==> src/sv/mtxmul_pkg.sv <==
`default_nettype none

package mtxmul_pkg;

    // Fixed field widths of the streaming item.
    localparam int ELEM_W    = 32;
    localparam int ROW_W     = 2;
    localparam int FIELDS    = 4;
    localparam int PROD_W    = 2 * ELEM_W;
    localparam int ELEM_LSB  = ROW_W;
    localparam int TDATA_W   = ((ROW_W + FIELDS * ELEM_W + 7) / 8) * 8;

    // Defaults for the top-level parameters.
    localparam int DIM_DEFAULT       = 4;
    localparam int FRAC_BITS_DEFAULT = 16;

    typedef logic signed [ELEM_W-1:0] elem_t;
    typedef logic signed [PROD_W-1:0] prod_t;
    typedef logic        [ROW_W-1:0]  row_idx_t;

    typedef enum logic {
        MODE_LOAD     = 1'b0,
        MODE_MULTIPLY = 1'b1
    } mode_t;

    localparam elem_t ELEM_MAX = {1'b0, {(ELEM_W-1){1'b1}}};
    localparam elem_t ELEM_MIN = {1'b1, {(ELEM_W-1){1'b0}}};

endpackage

`default_nettype wire

==> src/sv/mtxmul_store.sv <==
`default_nettype none

// Right-hand matrix held in flip-flops; every entry feeds its own multiplier.
module mtxmul_store #(
    parameter int LANES = 4
) (
    input  wire logic                    aclk,
    input  wire logic                    wr_en,
    input  wire mtxmul_pkg::row_idx_t    wr_row,
    input  wire mtxmul_pkg::elem_t       wr_data [mtxmul_pkg::FIELDS],
    output mtxmul_pkg::elem_t            mat     [LANES][LANES]
);

    mtxmul_pkg::elem_t mat_reg [LANES][LANES];

    // A row number with no matching store row is dropped.
    always_ff @(posedge aclk) begin
        for (int r = 0; r < LANES; r++) begin
            if (wr_en && (wr_row == mtxmul_pkg::ROW_W'(r))) begin
                for (int c = 0; c < LANES; c++) begin
                    mat_reg[r][c] <= wr_data[c];
                end
            end
        end
    end

    always_comb begin
        for (int r = 0; r < LANES; r++) begin
            for (int c = 0; c < LANES; c++) begin
                mat[r][c] = mat_reg[r][c];
            end
        end
    end

endmodule

`default_nettype wire

==> config.mk <==
export PLATFORM = sky130hd
export DESIGN_NAME = mtxmul_store
export DESIGN_NICKNAME = d
export VERILOG_FILES = /design/src/sv/mtxmul_pkg.sv /design/src/sv/mtxmul_store.sv
export SDC_FILE = /design/constraint.sdc
export NUM_CORES = 1
export LEC_CHECK = 0
export ABC_CLOCK_PERIOD_IN_PS = 8500
export BUFFER_PORTS_ARGS = -buffer_cell sky130_fd_sc_hd__buf_2
export CAP_MARGIN = 40
export CORE_AREA = 2 2 254 256
export CTS_CLUSTER_DIAMETER = 50
export DETAILED_ROUTE_END_ITERATION = 10
export DIE_AREA = 0 0 256 258
export REMOVE_ABC_BUFFERS = 1
export SYNTH_ARGS = -nofsm -noshare
export SYNTH_HDL_FRONTEND = slang
export SYNTH_SLANG_ARGS = --single-unit
==> constraint.sdc <==
create_clock -name aclk -period 8.5 [get_ports aclk]
set_input_delay 1.7 -clock aclk [delete_from_list [all_inputs] [get_ports aclk]]
set_output_delay 1.7 -clock aclk [all_outputs]
set_load 0.1 [all_outputs]
Yosys cells after proc, flatten, opt, wreduce, memory -nomap -nowiden
Memories as Yosys holds them, arrays and structs flattened. Index checks and enable logic that the tools add are counted.

RAM bits: 512. Output and inout bits: 512. Logic and storage cells: 29. Register bits after elaboration: 0. Memories kept: 1. Input bits: 132.

Multiplexer cells: 17. Reduce and logical (&&, ||, !) cells: 8. Equal/unequal tests: 3.

Memories: mat_reg (depth 4, width 128, read ports 4, clocked after memory_dff 0, write ports 1, line mtxmul_store.sv:14) `mtxmul_pkg::elem_t mat_reg [LANES][LANES];`.

Operators with widths (number): two-way mux 128 bit (3); OR reduction 128 bit (3); two-way mux 1 bit (11); two-way mux 2 bit (3); == test 2 bit (second input constant) (2); logical AND 1 bit (4); == test 2 x 1 -> 1 bit (second input constant) (1); zero test 2 bit (1).

Longest topological paths before layout
Word-level depth: 8. Depth in mapped cells: 1. Mapped depth without buffers: 1.

Worst setup path before layout
No wires, ideal clock.

Path type: input port to flip-flop. Start: in wr_row[0]. End: mem mat_reg[0][0] in the netlist's numbering (enable). Setup time: 0.592 ns. Buffers on the path: 0. Data arrival time: 6.596 ns. Stages on the path: 1. Required time: 7.908 ns. Path slack: 1.312 ns. Path through: nor3b_2.

Word-level cells in the longest chain between the ends: 8. Elaborated cells between the ends (all ways): 25. Those cells by class: eq/ne (3); mux (14); reduce/logical (8).

RTL lines: from (decl) (line mtxmul_store.sv:9) `input wire mtxmul_pkg::row_idx_t wr_row,`; == test 2 x 1 -> 1 bit (line mtxmul_store.sv:19) `if (wr_en && (wr_row == mtxmul_pkg::ROW_W'(r))) begin`; logical AND 1 bit (line mtxmul_store.sv:19); two-way mux 1 bit (line mtxmul_store.sv:19); two-way mux 1 bit (not written as such) (line mtxmul_store.sv:21) `mat_reg[r][c] <= wr_data[c];`; OR reduction 128 bit (no source line); two-way mux 2 bit (no source line) or two-way mux 1 bit (tied branches) (3 in a row); to (decl) (line mtxmul_store.sv:14).

Several ways; a longest one is shown, not always the timed one.

==> flow_metrics.py <==
metrics = {
    "status": {
        "status": "complete, no violations",
    },
    "yosys": {
        "yosysSeqAreaShare_pct": 99.8,
        "synth_area_um2": 15400,
        "synthesis.instances": 516,
        "synth_top_area_cell": "edfxtp_1",
        "yosys_warnings": 0,
        "synthTopCellsByArea": "edfxtp_1 (100%), and3b_1 (0.11%), nor3b_2 (0.081%)",
        "ys_types": 4,
        "ys_ff_latch": 512,
        "avgSynthCellArea_um2": 29.9,
        "synth_top_cell_area_share_pct": 99.8,
    },
    "floorplan": {
        "start_util_pct": 24.2,
        "coreArea_um2": 63600,
        "die-area_um2": 66000,
        "die_y_um": 258,
        "num_rows": 93,
        "boundaryPins": 644,
        "die_x_um": 256,
    },
    "setup_path": {
        "start_kind": "register",
        "worst_path_max_delay_cell": "buf_2",
        "critPathRequiredTime_ns": 6.80,
        "worstPathArrival_ns": 1.40,
        "path_cells": "buf_2",
        "cp_max_fo": 1,
        "worstPathBufferInverterCount": 1,
        "critical_path_class": "register to output port",
        "worstSetupEndpointType": "output port",
        "cp_top_family": "buffers and inverters",
        "critical_path.max_stage_delay_ns": 0.45,
    },
    "placement": {
        "io_buffers": 643,
        "gp_congestion": 0.817,
        "post-dp-hpwl_um": 25800,
        "dp.cells": 2021,
    },
    "detailed_routing": {
        "drt_wl_total_um": 37300,
        "dr.pass1.iters": 4,
        "remaining_drc_errors": 0,
        "first_iter_violations": 501,
        "post_drt_wl_per_cell_um": 17.6,
        "num_vias": 8091,
        "vias_per_cell": 3.81,
        "ant_nets": 0,
    },
    "sta": {
        "fin_setup_tns_ns": 0,
        "finalHoldViolCount": 0,
        "layout_min_cycle_time_ns": 3.10,
        "rsz0062_at_grt": "false",
        "hold_ws_ns": 1.33,
        "post-route-period-util_pct": 36.5,
        "relSlewSlack_pct": 39.1,
        "max_freq_mhz": 323,
        "finalSetupViolCount": 0,
        "tightestPinTransition_ns": 0.914,
        "final-max-slew-violation-count": 0,
    },
    "clock_tree": {
        "cts.htree.levels": 2,
        "cts_tree": "done",
        "cts-buffers-inserted": 55,
        "clk_pin_slew_worst_paths_ns": 0.06,
        "postCtsSetupRepairBufs": 0,
        "post_cts_resized": 0,
        "ctsHoldBuffers": 0,
        "cts.sinks": 512,
        "cts_root_buf": "clkbuf_16",
        "cts_max_path_buffers": 3,
    },
    "global_route": {
        "first_global_vias": 8409,
        "grt_pass1_wl_um": 53000,
        "grt.overflow.total": 0,
        "grt_max_degree": 129,
        "antenna_found_initial": 4,
        "grtUsageTotal_pct": 10.6,
    },
    "power_and_ir_drop": {
        "leakage_uw": 0.00814,
        "ir_worst_vdd_uv": 197,
        "powerDensity_nw_per_um2": 292,
    },
    "final_layout": {
        "largest_reg_flops": 512,
        "syn2layout_area_growth_pct": 39.9,
        "drive_above_1_share_pct": 57.8,
        "nNetsFinal": 1355,
        "stdcell_count": 2122,
    },
    "flow_run": {
        "drv_cap": 0,
    },
    "hold_path": {
        "holdCritPathClass": "primary input to register",
    },
}
-- cells in the final DEF, fill, tap and decap left out --
cell type	instances
and3_4	1
and3b_4	2
buf_12	1
buf_2	643
buf_4	6
bufinv_16	6
clkbuf_1	14
clkbuf_16	55
clkinv_1	8
clkinv_2	5
clkinv_4	2
clkinv_8	1
clkinvlp_4	3
diode_2	2
edfxtp_1	512
inv_6	4
inv_8	1
nor3b_4	1
-- logic make-up (layout without fill, tap and decap cells) --
group / Yosys count / in the layout / share of synthesized area, %
AND/OR/NAND/NOR: 4 / 4 / 0.244
buffers and inverters: 0 / 749 / 0
other: 0 / 2 / 0
flip-flops: 512 / 512 / 99.8
-- power by group --
part / switching [uW] / internal [uW] / total, uW / leakage, uW
Combinational: 958 / 97.4 / 1060 / 0.00259
Sequential: 27.7 / 2910 / 2940 / 0.00470
Clock: 922 / 1380 / 2300 / 0.000851
-- stage by stage --
stage	power [uW]	area [um^2]	worst slack, ns	utilization, %
global placement	4050	19800	4.95	31.1
CTS	6370	21500	5.34	33.9
finish	6300	21600	5.40	33.9
floorplan	3870	15400	1.31	-
detailed placement	4060	19800	4.90	31.1
global route	6480	21600	5.34	33.9
-- cells in the mapped netlist --
cell type	count
edfxtp_1	512
and3b_1	2
and3_2	1
nor3b_2	1
-- per-layer routing --
layer | up-vias | part of all wire (%) | track usage [%]
li1 | 3555 | - | -
met1 | 4024 | 36 | 11.2
met2 | 444 | 52 | 18.8
met3 | 66 | 10 | 4.62
met4 | 2 | 2.6 | 3.67
met5 | - | 0.029 | 0
-- final cells by class --
| cell class | instances | area (um^2) |
|---|---|---|
| well taps | 855 | 1070 |
| diodes | 2 | 5.00 |
| fillers | 6035 | 42100 |
| multi-input cells | 4 | 55.1 |
| flip-flops and latches | 512 | 15400 |
| clock buffers | 69 | 1430 |
| clock inverters | 30 | 338 |
| repair buffers | 650 | 3280 |
-- final timing paths --
path	start	endpoint	slack, ns	cells past startpoint
worst max-delay path	mat_reg[0][26]$_DFFE_PP_	mat[410]	5.40	1
worst min-delay path	wr_data[119]	mat_reg[1][119]$_DFFE_PP_	1.33	1
Note: power is estimated with default switching activity, not from simulation.
