[config.mk]
export PLATFORM = sky130hd
export DESIGN_NAME = mtxmul_sum
export DESIGN_NICKNAME = d
export VERILOG_FILES = /design/src/sv/mtxmul_pkg.sv /design/src/sv/mtxmul_sum.sv
export SDC_FILE = /design/constraint.sdc
export NUM_CORES = 2
export LEC_CHECK = 0
export BUFFER_PORTS_ARGS = -buffer_cell sky130_fd_sc_hd__clkbuf_2
export CAP_MARGIN = 10
export CORE_AREA = 2 2 444 446
export CTS_BUF_LIST = sky130_fd_sc_hd__clkbuf_8
export CTS_CLUSTER_DIAMETER = 40
export CTS_CLUSTER_SIZE = 10
export DETAILED_ROUTE_END_ITERATION = 10
export DIE_AREA = 0 0 446 448
export PLACE_DENSITY = 0.46
export SLEW_MARGIN = 10
export SYNTH_ARGS = -nofsm -noshare
export SYNTH_HDL_FRONTEND = slang
export SYNTH_SLANG_ARGS = --single-unit
[constraint.sdc]
create_clock -name aclk -period 5.2 [get_ports aclk]
set_clock_uncertainty 0.15 [all_clocks]
set_input_delay 0.26 -clock aclk [delete_from_list [all_inputs] [get_ports aclk]]
set_output_delay 0.26 -clock aclk [all_outputs]
set_load 0.02 [all_outputs]
[src/sv/mtxmul_pkg.sv]
`default_nettype none

package mtxmul_pkg;

    // Fixed field widths of the streaming item.
    localparam int ELEM_W    = 32;
    localparam int ROW_W     = 2;
    localparam int FIELDS    = 4;
    localparam int PROD_W    = 2 * ELEM_W;
    localparam int ELEM_LSB  = ROW_W;
    localparam int TDATA_W   = ((ROW_W + FIELDS * ELEM_W + 7) / 8) * 8;

    // Defaults for the top-level parameters.
    localparam int DIM_DEFAULT       = 4;
    localparam int FRAC_BITS_DEFAULT = 16;

    typedef logic signed [ELEM_W-1:0] elem_t;
    typedef logic signed [PROD_W-1:0] prod_t;
    typedef logic        [ROW_W-1:0]  row_idx_t;

    typedef enum logic {
        MODE_LOAD     = 1'b0,
        MODE_MULTIPLY = 1'b1
    } mode_t;

    localparam elem_t ELEM_MAX = {1'b0, {(ELEM_W-1){1'b1}}};
    localparam elem_t ELEM_MIN = {1'b1, {(ELEM_W-1){1'b0}}};

endpackage

`default_nettype wire

[src/sv/mtxmul_sum.sv]
`default_nettype none

// Column sums of the products, floor shift by the fraction bits, saturation.
module mtxmul_sum #(
    parameter int LANES     = 4,
    parameter int FRAC_BITS = 16
) (
    input  wire logic                aclk,
    input  wire logic                en,
    input  wire mtxmul_pkg::prod_t   prod [LANES][LANES],
    output mtxmul_pkg::elem_t        col  [mtxmul_pkg::FIELDS]
);

    localparam int SUM_W = mtxmul_pkg::PROD_W + $clog2(LANES);
    localparam int TOP_W = SUM_W - mtxmul_pkg::ELEM_W + 1;

    logic signed [SUM_W-1:0] sum      [LANES];
    logic signed [SUM_W-1:0] shifted  [LANES];
    logic        [TOP_W-1:0] top_bits [LANES];
    mtxmul_pkg::elem_t       col_next [mtxmul_pkg::FIELDS];
    mtxmul_pkg::elem_t       col_reg  [mtxmul_pkg::FIELDS];

    always_comb begin
        for (int f = 0; f < mtxmul_pkg::FIELDS; f++) begin
            col_next[f] = '0;
        end
        for (int c = 0; c < LANES; c++) begin
            sum[c] = '0;
            for (int k = 0; k < LANES; k++) begin
                sum[c] = sum[c] + SUM_W'(prod[k][c]);
            end
            shifted[c]  = sum[c] >>> FRAC_BITS;
            top_bits[c] = shifted[c][SUM_W-1:mtxmul_pkg::ELEM_W-1];
            if ((&top_bits[c]) || !(|top_bits[c])) begin
                col_next[c] = shifted[c][mtxmul_pkg::ELEM_W-1:0];
            end else if (shifted[c][SUM_W-1]) begin
                col_next[c] = mtxmul_pkg::ELEM_MIN;
            end else begin
                col_next[c] = mtxmul_pkg::ELEM_MAX;
            end
        end
    end

    always_ff @(posedge aclk) begin
        if (en) begin
            col_reg <= col_next;
        end
    end

    assign col = col_reg;

endmodule

`default_nettype wire

# Yosys cells after proc, flatten, opt, wreduce, memory -nomap -nowiden
# Cells that the tools add are included.
# word_totals
register_bits	128
input_bits	1026
out_inout_bits	128
word_cells	40
# classes
add_sub_neg	12
n_mux	8
reduce_logical	16
# op_table
operator	count
65-bit by 64-bit adder with 66-bit output	4
66-bit by 64-bit adder with 66-bit output	4
64-bit by 64-bit adder with 65-bit output	4
32-bit 2-to-1 mux	8
19-bit AND reduction	4
19-bit OR reduction	4
1-bit logical NOT	4
1-bit logical OR	4

# Logic depth before layout (Yosys ltp)
# logic_depth
ltp_word	7
ltp_mapped	20
mapped_depth_nobuf	18

# Worst setup path after synthesis
# Ideal clock, no wire load.
# synth_path
path_type	in2reg
start	in prod[145] in the netlist's numbering
end	reg col_reg, in the netlist col[73], data pin
setup_ns	0.260
t_arrival_ns	4.568
required_ns	4.790
slack_ns	0.222
cell_stages	20
n_path_buf	3
path_cell_list	inv_1 > fa_1 > fa_1 > inv_1 > ha_1 > clkbuf_1 > and3_1 > clkbuf_1 > nand3_1 > a2bb2oi_1 > a211oi_1 > or4_1 > o21ba_2 > a21oi_1 > xnor2_1 > a21bo_2 > nor4_2 > a41oi_2 > buf_6 > mux2_4
# synth_rtl
element	line_no	rtl
start: declaration	mtxmul_sum.sv:10	input wire mtxmul_pkg::prod_t prod [LANES][LANES],
end signal: assignment	mtxmul_sum.sv:46	col_reg <= col_next;
end: declaration	mtxmul_sum.sv:21	mtxmul_pkg::elem_t col_reg [mtxmul_pkg::FIELDS];

==> flow_summary.ini <==
[synth]
synth_cells = 4672
ys_seq_elements = 128
postSynthAreaPerCell_um2 = 7.887
synthArstFlopShare = 0
syn_area_um2 = 36850
ys_seq_area_frac = 0.1043
yosys_most_used_dff = edfxtp_1
yosysUniqueCellTypes = 108
syn_nets = 6462
yosysWarnings = 0
synth-edff-count = 128

[cts]
root_buffer = clkbuf_8
cts_num_sinks = 128
cts.htree.levels = 4
cts_tree = done
clkTransAtPathRegs_ns = 0.10
cts_made_buffers = 17
clock_path_buffers = 2

[power_and_ir_drop]
peakVddDrop_mv = 0.1726
leakagePower_uw = 0.02851
power.density_nw_per_um2 = 415.0

[critical_path]
slowest_stage = fa_1
crit_required_ns = 5.42
crit_path_start_kind = input port
crit_type = input port to flip-flop
critPathMaxStageDelay_ns = 0.52
end_kind = flip-flop
worstPathMaxFanout = 21
crit_family = adder cells
arrival_ns = 5.26
crit_chain = clkbuf_2, inv_1, buf_12, fa_1, fa_1, inv_1, ha_2, nand4_1, nor3_1, nand3_1, a311oi_2, a211oi_2, nand2_1, a21boi_0, o21ai_0, xor2_1, nor4_1, buf_4, a41oi_4, buf_12, mux2_2
cp.buffers_inverters = 6

[timing]
hold_viol = 0
setup_ws_ns = 0.1567
worst_slew_pin_slew_ns = 0.8319
slew_headroom = 0.4454
period_needed_ns = 5.043
fin_tns_setup_ns = 0
final-setup-viol-count = 0
finalCritPeriodShare = 0.9699
maxSlewViolCount = 0
fmax_mhz = 198.3

[route]
post_drt_wl_per_cell_um = 22.02
wl_met2_mm = 95.40
drc = 0
vias = 39512
maxUsedRoutingLayer = met5
vias_per_cell = 4.318
wl_met3_mm = 9.152
routed_wl_mm = 201.5
dr.pass1.iters = 7
wl_met1_mm = 91.32
detail-route-antenna-nets = 0
drtIter0Drc = 2528

[floorplanning]
die_y_um = 448
die_x_um = 446
placementRows = 162
die_area_um2 = 199800
start_util = 0.1894
core_area_um2 = 194600
io_pins = 1154

[worst_hold_path]
hp-class = input port to flip-flop

[grt]
grt_pass1_vias = 41193
antenna_found_initial = 91
grt_pass1_wl_mm = 282.1
grt_max_degree = 57
overflow = 0
track_usage = 0.1966

[place]
buffer_ports.inserted = 1153
dp_slack_ns = -0.6968
place_congestion = 0.9693
dp_hpwl_mm = 187.7

[layout]
nNetsFinal = 8359
area_growth_syn_to_layout_pct = 42.67
drive_gt1_frac = 0.3261
largest_reg_flops = 128

[flow_run]
maxCapViolCount = 0

[status]
status = finished, final reports clean
worst min-delay path, cell delays in order:
cell and delay [ns]:
clkbuf_2 0.07, and3_1 0.17, a221o_1 0.21, o21ai_1 0.11, nand2_1 0.09, xnor2_1 0.08
mux2i_1 0.13
cells in the mapped netlist (all sizes together) (8+ instances only):
cell type | n | area share
xor2 | 75 | 0.018
and3 | 30 | 0.0051
inv | 1418 | 0.14
o21bai | 44 | 0.0090
o22ai | 8 | 0.0014
a21boi | 10 | 0.0020
fa | 512 | 0.28
o21a | 35 | 0.0071
o31ai | 15 | 0.0033
xnor2 | 90 | 0.021
clkbuf | 76 | 0.0078
a211oi | 24 | 0.0052
a311oi | 8 | 0.0021
buf | 57 | 0.0092
a21o | 86 | 0.018
a22oi | 10 | 0.0020
a211o | 9 | 0.0021
nor4 | 39 | 0.0077
o211a | 10 | 0.0027
a31oi | 20 | 0.0034
a41oi | 8 | 0.0021
nor2b | 12 | 0.0020
nor3 | 64 | 0.0091
nand2b | 19 | 0.0032
nand2 | 286 | 0.029
and2 | 13 | 0.0022
or3 | 30 | 0.0051
o211ai | 33 | 0.0071
ha | 252 | 0.086
nor2 | 205 | 0.021
a221oi | 17 | 0.0044
edfxtp | 128 | 0.10
o221ai | 11 | 0.0028
a21oi | 364 | 0.052
mux2i | 68 | 0.018
nand4 | 118 | 0.021
o21ai | 255 | 0.035
or2 | 16 | 0.0027
a221o | 9 | 0.0024
nand3 | 62 | 0.0084
or4 | 12 | 0.0026
kinds of logic after synthesis:
logic type,share of synthesized area
muxes,0.02051
DFF,0.1043
xor gates and xnor gates,0.03922
adders and majority gates,0.3637
AOI/OAI and AO/OA,0.1837
and+or+nand+nor,0.1271
buffers and inverters,0.1615
final cells by class:
type                       instances  area (um2)
multi-input combinational       2994       27250
antenna                           27       67.56
clock buffer                      17       234.0
timing repair buffer            2010       12530
inverter                        1418        5323
fill                           21560      142000
tap                             2542        3181
sequential                       128        3844
clock inverter                    14       142.6
metal layers:
layer,global-route usage,vias up
met5,0,-
met4,0.05978,26
met3,0.02525,197
met2,0.3267,1162
met1,0.2646,19246
li1,-,18881
cells in the final DEF (no fill, tap or decap), drive strengths merged, types with 39 or more instances in the layout:
master,n
inv,1419
clkbuf,1169
buf,857
fa,512
a21oi,364
nand2,286
o21ai,255
ha,252
nor2,205
edfxtp,128
nand4,118
xnor2,90
a21o,86
xor2,75
mux2i,68
nor3,64
nand3,62
o21bai,44
nor4,39
final timing paths:
check	start	to	slack, ns	depth (start not counted)
min	prod[960]	col[96]$_DFFE_PP_	0.46	7
max	prod[416]	col[66]$_DFFE_PP_	0.16	21
through the flow:
step           cells  hold slack (ns)  utilization  power, uW  cell area [um2]
3_5_place_dp    9087           0.5834       0.2669      20730            51940
5_1_grt         9145           0.5050       0.2701      23620            52560
3_3_place_gp    9087           0.5873       0.2669      20740            51940
4_1_cts         9119           0.3646       0.2689      21860            52320
2_1_floorplan   4672           0.2225            -      11710            36850
6_report        9150           0.4619       0.2702      21820            52570
where the power goes:
part           switching, uW  total (uW)  internal, uW
clock network            562         981           419
logic                  10700       18700          7970
registers                252        2180          1930
total                  11500       21800         10300
what timing repair did:
action	CTS	global route
hold buffers	1	0
buffers inserted	0	3
resized for setup	0	28
hold endpoints to repair	54	0
endpoints found under the setup margin	0	100
No activity file was read; power rests on OpenSTA's default activity.
